`config.mk`:
```
export PLATFORM = sky130hd
export DESIGN_NAME = register_row_delta_rle_encoder
export DESIGN_NICKNAME = d
export VERILOG_FILES = /design/src/rtl/rrdre_pkg.sv /design/src/rtl/rrdre_front.sv /design/src/rtl/rrdre_fifo.sv /design/src/rtl/rrdre_back.sv /design/src/rtl/register_row_delta_rle_encoder.sv
export VERILOG_INCLUDE_DIRS = /design/src /design/src/rtl
export SDC_FILE = /design/constraint.sdc
export NUM_CORES = 1
export LEC_CHECK = 0
export ABC_AREA = 1
export BUFFER_PORTS_ARGS = -buffer_cell sky130_fd_sc_hd__buf_2
export CORE_MARGIN = 2
export CORE_UTILIZATION = 35
export CTS_CLUSTER_SIZE = 8
export DETAILED_ROUTE_END_ITERATION = 8
export SYNTH_ARGS = -nofsm -noshare
export SYNTH_HDL_FRONTEND = slang
export SYNTH_SLANG_ARGS = --single-unit
```
`constraint.sdc`:
```
create_clock -name clock -period 10 [get_ports clock]
set_input_delay 2.5 -clock clock [delete_from_list [all_inputs] [get_ports clock]]
set_output_delay 2.5 -clock clock [all_outputs]
set_load 0.03 [all_outputs]
```
`src/rtl/assert_macros.svh`:
```
// assertion helpers shared by the rtl
`ifndef ASSERT_MACROS_SVH
`define ASSERT_MACROS_SVH

`ifndef ASSERT_OFF
// property must hold at every clock edge outside reset
`define ASSERT_HOLDS(lbl, clk, rst, prop) \
   lbl: assert property (@(posedge clk) disable iff (rst) (prop)) \
      else $error("assertion failed");
// condition must never be seen outside reset
`define ASSERT_NEVER(lbl, clk, rst, cond) \
   lbl: assert property (@(posedge clk) disable iff (rst) !(cond)) \
      else $error("forbidden condition seen");
`else
`define ASSERT_HOLDS(lbl, clk, rst, prop)
`define ASSERT_NEVER(lbl, clk, rst, cond)
`endif

`endif

```
`src/rtl/rrdre_pkg.sv`:
```
package rrdre_pkg;

   // field widths
   localparam int FREQ_W    = 5;
   localparam int CV_W      = 8;
   localparam int BYTE_W    = 8;
   localparam int CNT_W     = 5;

   // up to four bytes leave per row
   localparam int MAX_BYTES = 4;
   localparam int SLOT_W    = 2;
   localparam int NUM_W     = 3;

   // default depth of the command queue
   localparam int QUEUE_DEPTH = 4;

   // stream codes
   localparam logic [CNT_W-1:0]  RUN_LIMIT = 5'd30;
   localparam logic [BYTE_W-1:0] HDR_FULL  = 8'hC0;
   localparam logic [BYTE_W-1:0] HDR_FREQ  = 8'h40;
   localparam logic [BYTE_W-1:0] HDR_VOL   = 8'h20;
   localparam logic [BYTE_W-1:0] CODE_CTRL = 8'h81;
   localparam logic [BYTE_W-1:0] CTRL_MASK = 8'hF0;
   localparam logic [BYTE_W-1:0] END_BYTE  = 8'h00;

   // one queued command: the bytes of one row and the index of its last byte
   typedef struct packed {
      logic [MAX_BYTES-1:0][BYTE_W-1:0] bytes;
      logic [SLOT_W-1:0]                last_slot;
   } rrdre_cmd_type;

endpackage

```
`src/rtl/rrdre_front.sv`:
```
`include "assert_macros.svh"

module rrdre_front (
   input  logic                          clock,
   input  logic                          reset,
   input  logic                          req_valid,
   input  logic                          req_stall,
   input  logic [rrdre_pkg::FREQ_W-1:0]  req_freq,
   input  logic [rrdre_pkg::CV_W-1:0]    req_ctrl_vol,
   input  logic                          req_first_row,
   input  logic                          req_last_row,
   output logic                          push,
   output rrdre_pkg::rrdre_cmd_type      cmd
);
   import rrdre_pkg::*;

   logic [FREQ_W-1:0] prev_freq_ff, prev_freq_in;
   logic [CV_W-1:0]   prev_cv_ff, prev_cv_in;
   logic [CNT_W-1:0]  repeat_count_ff, repeat_count_in;
   logic [CNT_W-1:0]  cnt_inc;
   logic [NUM_W-1:0]  num;
   logic              accept;
   logic              same_row;
   logic              same_ctrl;

   assign accept    = req_valid && !req_stall;
   assign same_row  = (req_freq == prev_freq_ff) && (req_ctrl_vol == prev_cv_ff);
   assign same_ctrl = (req_ctrl_vol & CTRL_MASK) == (prev_cv_ff & CTRL_MASK);
   assign cnt_inc   = repeat_count_ff + CNT_W'(1);

   // classify the row and build its byte list
   always_comb begin
      cmd.bytes       = '0;
      num             = '0;
      prev_freq_in    = prev_freq_ff;
      prev_cv_in      = prev_cv_ff;
      repeat_count_in = repeat_count_ff;
      if (req_first_row) begin
         prev_freq_in    = req_freq;
         prev_cv_in      = req_ctrl_vol;
         repeat_count_in = '0;
         cmd.bytes[0]    = HDR_FULL | BYTE_W'(req_freq);
         cmd.bytes[1]    = req_ctrl_vol;
         num             = NUM_W'(2);
      end else if (same_row) begin
         if (cnt_inc >= RUN_LIMIT) begin
            cmd.bytes[0]    = BYTE_W'(cnt_inc);
            num             = NUM_W'(1);
            repeat_count_in = '0;
         end else begin
            repeat_count_in = cnt_inc;
         end
      end else begin
         // flush a pending run first
         if (repeat_count_ff != '0) begin
            cmd.bytes[0] = BYTE_W'(repeat_count_ff);
            num          = NUM_W'(1);
         end
         repeat_count_in = '0;
         if (req_ctrl_vol != prev_cv_ff) begin
            prev_cv_in = req_ctrl_vol;
            if (req_freq != prev_freq_ff) begin
               prev_freq_in              = req_freq;
               cmd.bytes[num[SLOT_W-1:0]] = HDR_FULL | BYTE_W'(req_freq);
               num                       = num + NUM_W'(1);
               cmd.bytes[num[SLOT_W-1:0]] = req_ctrl_vol;
               num                       = num + NUM_W'(1);
            end else if (same_ctrl) begin
               cmd.bytes[num[SLOT_W-1:0]] = HDR_VOL | (req_ctrl_vol & ~CTRL_MASK);
               num                       = num + NUM_W'(1);
            end else begin
               cmd.bytes[num[SLOT_W-1:0]] = CODE_CTRL;
               num                       = num + NUM_W'(1);
               cmd.bytes[num[SLOT_W-1:0]] = req_ctrl_vol;
               num                       = num + NUM_W'(1);
            end
         end else begin
            prev_freq_in              = req_freq;
            cmd.bytes[num[SLOT_W-1:0]] = HDR_FREQ | BYTE_W'(req_freq);
            num                       = num + NUM_W'(1);
         end
      end
      // end of pattern: flush the run and close
      if (req_last_row) begin
         if (repeat_count_in != '0) begin
            cmd.bytes[num[SLOT_W-1:0]] = BYTE_W'(repeat_count_in);
            num                       = num + NUM_W'(1);
         end
         repeat_count_in           = '0;
         cmd.bytes[num[SLOT_W-1:0]] = END_BYTE;
         num                       = num + NUM_W'(1);
      end
      // index of the final byte
      cmd.last_slot = SLOT_W'(num - NUM_W'(1));
   end

   assign push = accept && (num != '0);

   // row history
   always_ff @(posedge clock) begin
      if (reset) begin
         prev_freq_ff    <= '0;
         prev_cv_ff      <= '0;
         repeat_count_ff <= '0;
      end else if (accept) begin
         prev_freq_ff    <= prev_freq_in;
         prev_cv_ff      <= prev_cv_in;
         repeat_count_ff <= repeat_count_in;
      end
   end

   `ASSERT_HOLDS(a_run_below_limit, clock, reset, repeat_count_ff < RUN_LIMIT)

endmodule

```
`src/rtl/rrdre_fifo.sv`:
```
`include "assert_macros.svh"

module rrdre_fifo #(
   parameter int DEPTH = rrdre_pkg::QUEUE_DEPTH
) (
   input  logic                     clock,
   input  logic                     reset,
   input  logic                     push,
   input  rrdre_pkg::rrdre_cmd_type push_cmd,
   input  logic                     pop,
   output rrdre_pkg::rrdre_cmd_type head_cmd,
   output logic                     empty,
   output logic                     full
);
   import rrdre_pkg::*;

   localparam int PTR_W = (DEPTH > 1) ? $clog2(DEPTH) : 1;
   localparam int CNT_W_Q = $clog2(DEPTH + 1);

   rrdre_cmd_type       entry_ff [DEPTH];
   logic [PTR_W-1:0]    wr_ptr_ff, wr_ptr_in;
   logic [PTR_W-1:0]    rd_ptr_ff, rd_ptr_in;
   logic [CNT_W_Q-1:0]  fill_ff, fill_in;

   assign empty    = (fill_ff == '0);
   assign full     = (fill_ff == CNT_W_Q'(DEPTH));
   assign head_cmd = entry_ff[rd_ptr_ff];

   // pointer and fill bookkeeping
   always_comb begin
      wr_ptr_in = wr_ptr_ff;
      rd_ptr_in = rd_ptr_ff;
      fill_in   = fill_ff;
      if (push) begin
         wr_ptr_in = (wr_ptr_ff == PTR_W'(DEPTH - 1)) ? '0 : wr_ptr_ff + PTR_W'(1);
      end
      if (pop) begin
         rd_ptr_in = (rd_ptr_ff == PTR_W'(DEPTH - 1)) ? '0 : rd_ptr_ff + PTR_W'(1);
      end
      if (push && !pop) begin
         fill_in = fill_ff + CNT_W_Q'(1);
      end else if (pop && !push) begin
         fill_in = fill_ff - CNT_W_Q'(1);
      end
   end

   always_ff @(posedge clock) begin
      if (reset) begin
         wr_ptr_ff <= '0;
         rd_ptr_ff <= '0;
         fill_ff   <= '0;
      end else begin
         wr_ptr_ff <= wr_ptr_in;
         rd_ptr_ff <= rd_ptr_in;
         fill_ff   <= fill_in;
      end
   end

   // entry storage
   always_ff @(posedge clock) begin
      if (push) begin
         entry_ff[wr_ptr_ff] <= push_cmd;
      end
   end

   `ASSERT_NEVER(a_no_overflow, clock, reset, push && full)
   `ASSERT_NEVER(a_no_underflow, clock, reset, pop && empty)

endmodule

```
`src/rtl/rrdre_back.sv`:
```
`include "assert_macros.svh"

module rrdre_back (
   input  logic                            clock,
   input  logic                            reset,
   input  rrdre_pkg::rrdre_cmd_type        head_cmd,
   input  logic                            empty,
   output logic                            pop,
   output logic                            rsp_valid,
   input  logic                            rsp_stall,
   output logic [rrdre_pkg::BYTE_W-1:0]    rsp_out_byte,
   output logic                            rsp_last_of_run
);
   import rrdre_pkg::*;

   logic [SLOT_W-1:0] slot_ff, slot_in;
   logic              valid_ff, valid_in;
   logic [BYTE_W-1:0] byte_ff;
   logic              last_ff;
   logic              load;
   logic              at_last;

   // take the next byte when the output register is free or being drained
   assign load    = !empty && (!valid_ff || !rsp_stall);
   assign at_last = (slot_ff == head_cmd.last_slot);
   assign pop     = load && at_last;

   always_comb begin
      slot_in  = slot_ff;
      valid_in = valid_ff && rsp_stall;
      if (load) begin
         valid_in = 1'b1;
         slot_in  = at_last ? '0 : slot_ff + SLOT_W'(1);
      end
   end

   always_ff @(posedge clock) begin
      if (reset) begin
         slot_ff  <= '0;
         valid_ff <= 1'b0;
      end else begin
         slot_ff  <= slot_in;
         valid_ff <= valid_in;
      end
   end

   // output beat payload
   always_ff @(posedge clock) begin
      if (load) begin
         byte_ff <= head_cmd.bytes[slot_ff];
         last_ff <= at_last;
      end
   end

   assign rsp_valid       = valid_ff;
   assign rsp_out_byte    = byte_ff;
   assign rsp_last_of_run = last_ff;

   `ASSERT_NEVER(a_slot_in_range, clock, reset, !empty && (slot_ff > head_cmd.last_slot))
   `ASSERT_NEVER(a_slot_idle_zero, clock, reset, empty && (slot_ff != '0))

endmodule

```
`src/rtl/register_row_delta_rle_encoder.sv`:
```
// Row-delta run-length encoder for sound-register rows.
// Request channel: req_valid / req_stall with one row per beat (req_freq,
// req_ctrl_vol, req_first_row, req_last_row). Response channel: rsp_valid /
// rsp_stall with one encoded byte per beat; rsp_last_of_run marks the final
// byte caused by a row. Rows that only extend a run give no beat.
// A front stage classifies each row in the cycle it is taken, updates the
// row history and pushes one to four bytes as one command into a queue of
// QUEUE_DEPTH entries. A back stage sends one byte per cycle from the queue
// head through a registered output while rsp_stall is low.
// A row's bytes pass through a queue entry, then the registered output.
// Throughput: a row is taken every cycle while the queue has room; the
// sustained rate, set by the single byte-wide output register, is one
// output byte per cycle while rsp_stall is low.
// req_stall rises only when the queue is full; a stalled response holds its
// byte while the front keeps taking rows until the queue fills.
// Reset (synchronous) clears the row history and run count to zero and
// empties the queue and the output register.
module register_row_delta_rle_encoder #(
   parameter int QUEUE_DEPTH = rrdre_pkg::QUEUE_DEPTH
) (
   input  logic                          clock,
   input  logic                          reset,
   input  logic                          req_valid,
   output logic                          req_stall,
   input  logic [rrdre_pkg::FREQ_W-1:0]  req_freq,
   input  logic [rrdre_pkg::CV_W-1:0]    req_ctrl_vol,
   input  logic                          req_first_row,
   input  logic                          req_last_row,
   output logic                          rsp_valid,
   input  logic                          rsp_stall,
   output logic [rrdre_pkg::BYTE_W-1:0]  rsp_out_byte,
   output logic                          rsp_last_of_run
);
   import rrdre_pkg::*;

   rrdre_cmd_type push_cmd;
   rrdre_cmd_type head_cmd;
   logic          push;
   logic          pop;
   logic          empty;
   logic          full;

   assign req_stall = full;

   // front: classify rows
   rrdre_front u_front (
      .clock         (clock),
      .reset         (reset),
      .req_valid     (req_valid),
      .req_stall     (req_stall),
      .req_freq      (req_freq),
      .req_ctrl_vol  (req_ctrl_vol),
      .req_first_row (req_first_row),
      .req_last_row  (req_last_row),
      .push          (push),
      .cmd           (push_cmd)
   );

   // command queue
   rrdre_fifo #(
      .DEPTH (QUEUE_DEPTH)
   ) u_fifo (
      .clock    (clock),
      .reset    (reset),
      .push     (push),
      .push_cmd (push_cmd),
      .pop      (pop),
      .head_cmd (head_cmd),
      .empty    (empty),
      .full     (full)
   );

   // back: serialize bytes
   rrdre_back u_back (
      .clock           (clock),
      .reset           (reset),
      .head_cmd        (head_cmd),
      .empty           (empty),
      .pop             (pop),
      .rsp_valid       (rsp_valid),
      .rsp_stall       (rsp_stall),
      .rsp_out_byte    (rsp_out_byte),
      .rsp_last_of_run (rsp_last_of_run)
   );

endmodule

```
==> results.yml <==
synth:
  syn-instance-count: 796
  synth_area_leaders: "edfxtp_1 51%, dfxtp_1 7.7%, o21ai_0 6.2%"
  yosysTopAreaCell: "edfxtp_1"
  synthesis.nets: 836
  netlist_area_mm2: 0.00778
  synth-seq-area-share_pct: 59.0
  ys_async_sr_fraction_pct: 0
  synth_ff_type: "edfxtp_1"
  synth-edff-count: 133
  synth_top_area_share_pct: 51.3
  synth.distinct_cells: 41
  synth_seq_cells: 163
  ys_warn_count: 0
  syn_avg_cell_area_um2: 9.78
timing:
  finalHoldViolations: 0
  fin_tns_setup_ns: 0
  slew_violations: 0
  worst_pin_slew_ns: 0.984
  rsz0062_at_grt: "false"
  fin_crit_sh_pct: 61.7
  fin_crit_ns: 6.17
  fin_ws_ns: 3.83
  setup_viol: 0
  relSlewSlack_pct: 34.3
  clock_skew_ns: 0.00665
  fmax_mhz: 162
finish:
  layout.nets: 862
  drive_gt1_share_pct: 12.7
  fillers: 2117
  syn_to_final_growth_pct: 13.5
  final_util_pct: 40.5
  antenna_cells: 0
detailed_routing:
  vias: 5716
  routed_via_density: 5.13
  drtPass1Iterations: 4
  totalWireLength_um: 18600
  dr.first_iter.drc_count: 394
  drc_errors: 0
  post_drt_wl_per_cell_um: 16.7
  postRouteAntennaNets: 0
power_and_ir_drop:
  p_seq_share_pct: 42.7
  powerDensity_mw_per_mm2: 237
  p_sw_share_pct: 33.0
  intPower_mw: 1.40
  power.leakage_nw: 3.34
  p_sw_mw: 0.692
  power_frac_clock_pct: 31.6
  p_comb_share_pct: 25.7
  worst_ir_drop_vdd_mv: 0.137
min_path:
  hold_path_depth: 2
  hold_start: "u_fifo.rd_ptr_ff[0]"
  hp-class: "reg -> reg"
worst_setup_path:
  critPathArrivalTime_ns: 6.53
  slowest_stage: "fa_1"
  start_kind: "primary input"
  path_max_fanout: 9
  cp_common_cell: "nand2_1"
  worstReg2RegStart: "u_front.repeat_count_ff[0]"
  required_ns: 10.35
  critPathMaxStageDelay_ns: 0.43
  crit_path_start: "req_ctrl_vol[6]"
  end_kind: "flip-flop"
  worstSetupPathType: "in -> reg"
  reg2reg_depth: 27
grt:
  grt_pass1_vias: 5530
  grt-ovfl-total: 0
  grt_start_max_net_pins: 64
  grt_pass1_wl_um: 30200
  grt_use_total_pct: 16.5
  antenna_found_initial: 0
run_status:
  outcome: "complete, no violations"
clock_network:
  holdBufCountCts: 0
  htreeDepth: 4
  cts_root_buffer: "clkbuf_16"
  post_cts_buffers: 0
  cts.reportedPaths.clkPinSlew_ns: 0.07
  cts_buffers: 17
  clock_latency_ns: 0.42
  cts_tree: "done"
  clock_sinks: 163
  ctsLongestPathBuffers: 2
  cts_resized: 0
placed_design:
  globalplace.congestion: 0.901
  io_buffers: 29
  dpl.hpwl_um: 12400
  dp_slack_ns: 3.39
floorplan:
  top_level_ports: 30
  rows: 54
  die_w_um: 153
  dieArea_mm2: 0.0235
  start_util_pct: 35.7
  die_h_um: 153
  coreArea_mm2: 0.0218
flow_run:
  cap_viol_max_count: 0
==> power groups by stage <==
| stage | Sequential (mW) | Clock, mW | Combinational [mW] |
|---|---|---|---|
| after detailed placement | 0.910 | 0 | 0.545 |
| after global routing | 0.904 | 0.704 | 0.611 |
| after floorplan | 0.939 | 0 | 0.343 |
| after global placement | 0.909 | 0 | 0.541 |
| after CTS | 0.896 | 0.674 | 0.547 |
| final | 0.894 | 0.663 | 0.538 |
==> layer usage <==
| layer | global-route usage [%] | up-vias | part of all wire (%) | wire length (um) |
|---|---|---|---|---|
| met4 | 5.38 | 0 | 1.8 | 327 |
| met2 | 25.8 | 159 | 47 | 8650 |
| met1 | 22.6 | 2696 | 45 | 8440 |
| li1 | - | 2834 | - | - |
| met5 | 0 | - | 0 | 0 |
| met3 | 3.77 | 27 | 6.1 | 1140 |
==> kinds of logic (layout without fill, tap and decap cells) <==
family | Yosys count | in the layout | share of synthesized area (%)
AO/OA/AOI/OAI | 193 | 193 | 14.5
XOR/XNOR | 5 | 5 | 0.563
adder cells (fa/ha/maj) | 21 | 21 | 3.47
buffers and inverters | 110 | 148 | 5.51
flip-flops | 163 | 163 | 59.0
AND/OR/NAND/NOR | 304 | 304 | 16.9
==> sequential cells by signal (all words and copies together) (netlist names), 3 cells and up, named ones only <==
| register | flops |
|---|---|
| u_front.prev_cv_ff | 8 |
| u_fifo.fill_ff | 3 |
| u_front.prev_freq_ff | 5 |
| u_back.rsp_out_byte | 8 |
| u_front.repeat_count_ff | 5 |
| u_fifo.entry_ff | 124 |
==> cell usage in the layout, fill, tap and decap left out, types with 12 or more instances in the layout <==
cell type / n
o21ai_0: 97
edfxtp_1: 133
ha_1: 20
o221ai_1: 14
dfxtp_1: 29
nand3_1: 28
nand2_1: 128
o22ai_1: 30
clkbuf_16: 17
inv_1: 64
nor2_1: 107
inv_2: 12
buf_2: 29
a21oi_1: 28
==> worst max-delay path: cells and delay by family <==
family | cells | cell delay, ns
AND/OR/NAND/NOR | 16 | 1.88
adder cells (fa/ha/maj) | 5 | 1.32
buffers and inverters | 6 | 0.53
AO/OA/AOI/OAI | 3 | 0.27
==> per-stage QoR <==
stage                     instances  total power, mW  hold WS (ns)  cell area (um2)
after detailed placement       1083             1.46         0.487             8230
after CTS                      1114             2.12         0.493             8830
after global placement         1083             1.45         0.484             8230
final                          1114             2.09         0.486             8830
after floorplan                 796             1.28         0.459             7780
after global routing           1114             2.22         0.520             8830
==> cell usage after synthesis (2+ instances only) <==
library cell,number
nand3_1,28
nor2_1,111
o22ai_1,30
a22oi_1,4
xor2_1,3
nand3_2,2
dfxtp_1,30
edfxtp_1,133
o21ai_1,3
inv_2,12
a32o_1,2
o21ai_0,97
a32oi_1,3
a21oi_1,28
nor2_2,7
buf_2,4
clkbuf_1,24
inv_1,64
nor2_4,3
nand2_4,2
o211ai_1,7
o221ai_1,14
nor3_1,5
nand2_1,128
nand4_1,10
nand2_2,4
clkinv_1,4
xnor2_1,2
ha_1,20
==> final timing paths <==
| check | endpoint | slack [ns] |
|---|---|---|
| hold reg to reg | flip-flop | 0.49 |
| setup / recovery | u_fifo.fill_ff[2] | 3.83 |
| hold / removal | flip-flop | 0.49 |
| setup reg to reg | u_fifo.fill_ff[2] | 5.46 |
==> area by class of cell <==
class	count	area, um2	share of cell area, %
sequential	163	4600	52.0
multi-input combinational	523	2780	31.4
clock buffer	17	425	4.82
tap	280	350	3.97
inverter	80	300	3.40
timing repair buffer	37	205	2.32
clock inverter	14	179	2.03
(Power assumes the default switching activity.)
